### src/padt_pkg.sv
`timescale 1ns / 1ps
// Package for the page access and dirty tracker: sizes, function codes, item types,
// controller states and the command and status bundles. Depends on nothing.
package padt_pkg;

    localparam int PAGE_SLOTS = 4096;
    localparam int PAGE_SHIFT = 12;
    localparam int ROW_BITS   = 64;
    localparam int ROWS       = PAGE_SLOTS / ROW_BITS;
    localparam int ROW_W      = $clog2(ROWS);
    localparam int BIT_W      = $clog2(ROW_BITS);
    localparam int IDX_W      = 12;
    localparam int CNT_W      = 13;
    localparam int BYTES_W    = 25;
    localparam int ADDR_W     = 64;
    localparam int PADDR_W    = 4;
    localparam int DATA_W     = 64;

    localparam logic [BYTES_W-1:0] CAP_BYTES = BYTES_W'(longint'(PAGE_SLOTS) << PAGE_SHIFT);

    localparam logic REG_BASE  = 1'b0;
    localparam logic REG_BYTES = 1'b1;

    typedef enum logic [2:0] {
        FN_MARK_ACC   = 3'd0,
        FN_MARK_DIRTY = 3'd1,
        FN_QUERY      = 3'd2,
        FN_FIND       = 3'd3,
        FN_CLR_DIRTY  = 3'd4,
        FN_CLR_ALL    = 3'd5
    } t_func;

    typedef struct packed {
        logic [2:0]        func;
        logic [ADDR_W-1:0] page_address;
        logic [IDX_W-1:0]  start_index;
    } t_item;

    typedef struct packed {
        logic              in_range;
        logic              page_accessed;
        logic              page_dirty;
        logic              found;
        logic [IDX_W-1:0]  found_index;
        logic [ADDR_W-1:0] found_address;
        logic [CNT_W-1:0]  dirty_total;
        logic [CNT_W-1:0]  tracked_pages;
    } t_result;

    typedef enum logic [2:0] {
        S_INIT,
        S_IDLE,
        S_DECODE,
        S_UPDATE,
        S_SEARCH,
        S_CLEAR,
        S_REPORT
    } t_state;

    typedef struct packed {
        logic capture;
        logic decode;
        logic rd_mark;
        logic row_clr;
        logic row_start;
        logic row_inc;
        logic wr_upd;
        logic wr_zero_acc;
        logic wr_zero_dirty;
        logic found_set;
        logic cnt_clr;
        logic load_result;
    } t_cmd;

    typedef struct packed {
        logic cfg_wr;
        logic is_mark;
        logic is_find;
        logic is_clear;
        logic is_clr_all;
        logic start_out;
        logic sweep_last;
        logic row_hit;
        logic row_last;
    } t_stat;

endpackage

### src/padt_ctrl.sv
`timescale 1ns / 1ps
// Controller state machine of the page tracker: sequences marks, searches and sweeps.
// Depends on padt_pkg.
module padt_ctrl (
    input  logic           i_clk,
    input  logic           i_rst_n,
    input  logic           i_start,
    input  padt_pkg::t_stat i_stat,
    output logic           o_busy,
    output padt_pkg::t_cmd  o_cmd
);

    padt_pkg::t_state r_state;
    padt_pkg::t_state n_state;

    always_ff @(posedge i_clk) begin
        if (!i_rst_n) begin
            r_state <= padt_pkg::S_INIT;
        end else begin
            r_state <= n_state;
        end
    end

    always_comb begin
        n_state = r_state;
        if (i_stat.cfg_wr) begin
            n_state = padt_pkg::S_INIT;
        end else begin
            unique case (r_state)
                padt_pkg::S_INIT: begin
                    if (i_stat.sweep_last) n_state = padt_pkg::S_IDLE;
                end
                padt_pkg::S_IDLE: begin
                    if (i_start) n_state = padt_pkg::S_DECODE;
                end
                padt_pkg::S_DECODE: begin
                    priority if (i_stat.is_mark) begin
                        n_state = padt_pkg::S_UPDATE;
                    end else if (i_stat.is_find) begin
                        n_state = i_stat.start_out ? padt_pkg::S_REPORT : padt_pkg::S_SEARCH;
                    end else if (i_stat.is_clear) begin
                        n_state = padt_pkg::S_CLEAR;
                    end else begin
                        n_state = padt_pkg::S_REPORT;
                    end
                end
                padt_pkg::S_UPDATE: n_state = padt_pkg::S_IDLE;
                padt_pkg::S_SEARCH: begin
                    if (i_stat.row_hit || i_stat.row_last) n_state = padt_pkg::S_REPORT;
                end
                padt_pkg::S_CLEAR: begin
                    if (i_stat.sweep_last) n_state = padt_pkg::S_REPORT;
                end
                padt_pkg::S_REPORT: n_state = padt_pkg::S_IDLE;
                default: n_state = padt_pkg::S_INIT;
            endcase
        end
    end

    always_comb begin
        o_cmd  = '0;
        o_busy = 1'b1;
        o_cmd.row_clr = i_stat.cfg_wr;
        o_cmd.cnt_clr = i_stat.cfg_wr;
        unique case (r_state)
            padt_pkg::S_INIT: begin
                o_cmd.row_inc       = 1'b1;
                o_cmd.wr_zero_acc   = 1'b1;
                o_cmd.wr_zero_dirty = 1'b1;
            end
            padt_pkg::S_IDLE: begin
                o_busy        = 1'b0;
                o_cmd.capture = i_start;
            end
            padt_pkg::S_DECODE: begin
                o_cmd.decode    = 1'b1;
                o_cmd.rd_mark   = i_stat.is_mark;
                o_cmd.row_start = i_stat.is_find;
                if (i_stat.is_clear) begin
                    o_cmd.row_clr = 1'b1;
                    o_cmd.cnt_clr = 1'b1;
                end
            end
            padt_pkg::S_UPDATE: begin
                o_cmd.wr_upd      = 1'b1;
                o_cmd.load_result = 1'b1;
            end
            padt_pkg::S_SEARCH: begin
                o_cmd.found_set = i_stat.row_hit;
                o_cmd.row_inc   = !i_stat.row_hit && !i_stat.row_last;
            end
            padt_pkg::S_CLEAR: begin
                o_cmd.row_inc       = 1'b1;
                o_cmd.wr_zero_acc   = i_stat.is_clr_all;
                o_cmd.wr_zero_dirty = 1'b1;
            end
            padt_pkg::S_REPORT: begin
                o_cmd.load_result = 1'b1;
            end
            default: o_busy = 1'b1;
        endcase
    end

endmodule

### config.mk
export PLATFORM = sky130hd
export DESIGN_NAME = padt_ctrl
export DESIGN_NICKNAME = d
export VERILOG_FILES = /design/src/padt_pkg.sv /design/src/padt_ctrl.sv
export SDC_FILE = /design/constraint.sdc
export NUM_CORES = 1
export LEC_CHECK = 0
export BUFFER_PORTS_ARGS = -buffer_cell sky130_fd_sc_hd__buf_2
export CAP_MARGIN = 10
export CORE_AREA = 4 4 41 43
export DETAILED_ROUTE_END_ITERATION = 8
export DIE_AREA = 0 0 45 47
export GPL_ROUTABILITY_DRIVEN = 0
export SYNTH_ARGS = -nofsm -noshare
export SYNTH_HDL_FRONTEND = slang
export SYNTH_SLANG_ARGS = --single-unit
### constraint.sdc
create_clock -name i_clk -period 3 [get_ports i_clk]
set_input_delay 0.45 -clock i_clk [delete_from_list [all_inputs] [get_ports i_clk]]
set_output_delay 0.45 -clock i_clk [all_outputs]
set_load 0.05 [all_outputs]
==> flow_summary_export.csv <==
group,metric,value,unit
yosys,yosys.area.top_type_share,17.7,%
yosys,yosysUniqueCellTypes,27,
floorplan,ios,25,
routing,drt_first_pass_iters,2,
yosys,synth_top_area_cell,"dfxtp_1",
clocking,cts_tree,"built",
grt,gr-total-overflow,0,
clocking,cts_buffer_depth,2,
yosys,postSynthAreaPerCell,7.54,µm²
clocking,clock_latency,0.23,ns
yosys,synth_edf_count,0,
sta,layout_setup_ws,1.00,ns
final_layout,fin_cells,85,
final_layout,final_common_cell,"buf_2",
yosys,yosys_warnings,0,
final_layout,area_growth_syn_to_layout,41.7,%
placed_design,dp_cells,81,
routing,num_vias,388,
sta,finalHoldViolations,0,
yosys,netlist_area,339,µm²
routing,routed_via_density,4.56,
clocking,cts.sinks,3,
worst_hold_path,hold_depth,3,
clocking,root_buffer,"clkbuf_4",
power,ir_drop,0.150,mV
sta,min_period,2.00,ns
power,leakagePower,0.234,nW
final_layout,antenna_cells,0,
worst_setup_path,worst-path-max-fanout,11,
yosys,synth-async-reset-ratio,0,%
worst_hold_path,hold_path.class,"input pin to flip-flop",
routing,drtIter0Drc,7,
sta,tns,0,ns
routing,drt-wirelength-per-cell,10.3,µm
floorplan,start_util,26.1,%
yosys,synth.area.top_cells,"dfxtp_1 (18%), nor2_1 (6.6%), nand2b_1 (5.5%)",
final_layout,largest_reg_flops,3,
worst_setup_path,critPathCaptureType,"output pin",
sta,maxSlewHeadroom,77.7,%
yosys,synth_nets,57,
sta,skew,0.00123,ns
placed_design,dp_slack,1.25,ns
final_layout,mostFrequentLayoutCells,"buf_2 (24), nor2_1 (6)",
flow_run,maxCapViolCount,0,
sta,fmax,501,MHz
clocking,cts_resized,0,
placed_design,io_buffers,24,
clocking,path_clk_slew,0.04,ns
floorplan,die_h,47,µm
grt,antenna_found_initial,0,
outcome,outcome,"finished, final reports clean",
final_layout,nets,83,
clocking,htree_levels,1,
grt,grt_pass1_vias,372,
worst_setup_path,cp-start-kind,"flip-flop",
final_layout,reg.largest.list,"r_state x3",
worst_setup_path,cp.required,2.55,ns
floorplan,dieArea,0.00212,mm²
clocking,hold_buffers,0,
routing,drc_errors,0,
grt,grt_pass1_wl,1370,µm
yosys,synth_seq_cells,3,
floorplan,row_count,13,
sta,rsz0062_at_grt,"false",
power,p_total,0.000169,W
worst_setup_path,rrSetupSlack,1.63,ns
floorplan,core,0.00130,mm²
sta,tightest_slew,0.334,ns
routing,ant_nets,0,
worst_setup_path,r2r_cells,3,
clocking,cts-buffers-inserted,3,
floorplan,die_w,45,µm
routing,totalWireLength,879,µm
sta,fin_crit_sh,66.5,%
grt,track_usage,8.84,%
final_layout,drive_gt1_share,48.6,%
worst_setup_path,cp.arrival,1.55,ns
yosys,postSynthCellCount,45,
yosys,seq_area_frac_synth,17.7,%
final_layout,regMostFlops,"r_state",
sta,hold_slack,0.530,ns
clocking,cts_setup_buffers,0,
sta,drv_slew,0,
grt,grt_max_degree,12,
worst_setup_path,crit_type,"flip-flop to output pin",
power,powerDensity,352,mW/mm²
yosys,synthFlopType,"dfxtp_1",
sta,setup_viol_count_final,0,
placed_design,dp_hpwl,742,µm
-- worst max-delay path: stages (launching register included) --
cell      delay, ns
dfxtp_1        0.40
or3b_4         0.45
clkinv_2       0.09
and2_2         0.13
buf_2          0.25
-- worst paths after layout --
| kind | end | startpoint |
|---|---|---|
| hold / removal | r_state[2] | i_rst_n |
| hold reg to reg | r_state[0] | r_state[0] |
| setup reg to reg | r_state[0] | r_state[2] |
| setup / recovery | o_cmd[9] | r_state[2] |
-- per-stage QoR --
step                instance area, µm²  utilization (%)
floorplan                          339                -
detailed placement                 454             34.9
CTS                                480             36.9
global placement                   454             34.9
finish                             480             36.9
global route                       480             36.9
-- power by group --
part           switching (W)  internal [W]
clock              0.0000186     0.0000497
combinational      0.0000388     0.0000185
sequential        0.00000229     0.0000413
total              0.0000596      0.000110
-- cells by family after synthesis --
kind of cell    count (synthesis)  synth area share [%]
simple gates                   25                  43.5
flops                           3                  17.7
mux                             1                  2.95
buf+inv                         6                  10.7
compound gates                 10                  25.1
-- layout make-up --
class,instances,area [µm²]
clock buffer,4,26.3
multi-input combinational,36,243
fill,153,821
sequential,3,60.1
timing repair buffer,24,120
inverter,3,12.5
tap,15,18.8
-- metal layers --
layer	up-vias	track usage, %	wire (µm)
met4	0	7.02	0
met3	0	1.15	81
met1	166	9.98	364
met5	-	0	0
met2	13	15.0	433
li1	209	-	-
-- Yosys cell counts, types with 2 or more instances --
master    number
a21oi_1        3
and2_2         2
and3_1         2
dfxtp_1        3
inv_1          2
nand2b_1       3
nand3_1        2
nor2_1         6
nor2b_1        2
nor3b_1        2
o32ai_1        2
Note: power is estimated with default switching activity, not from simulation.
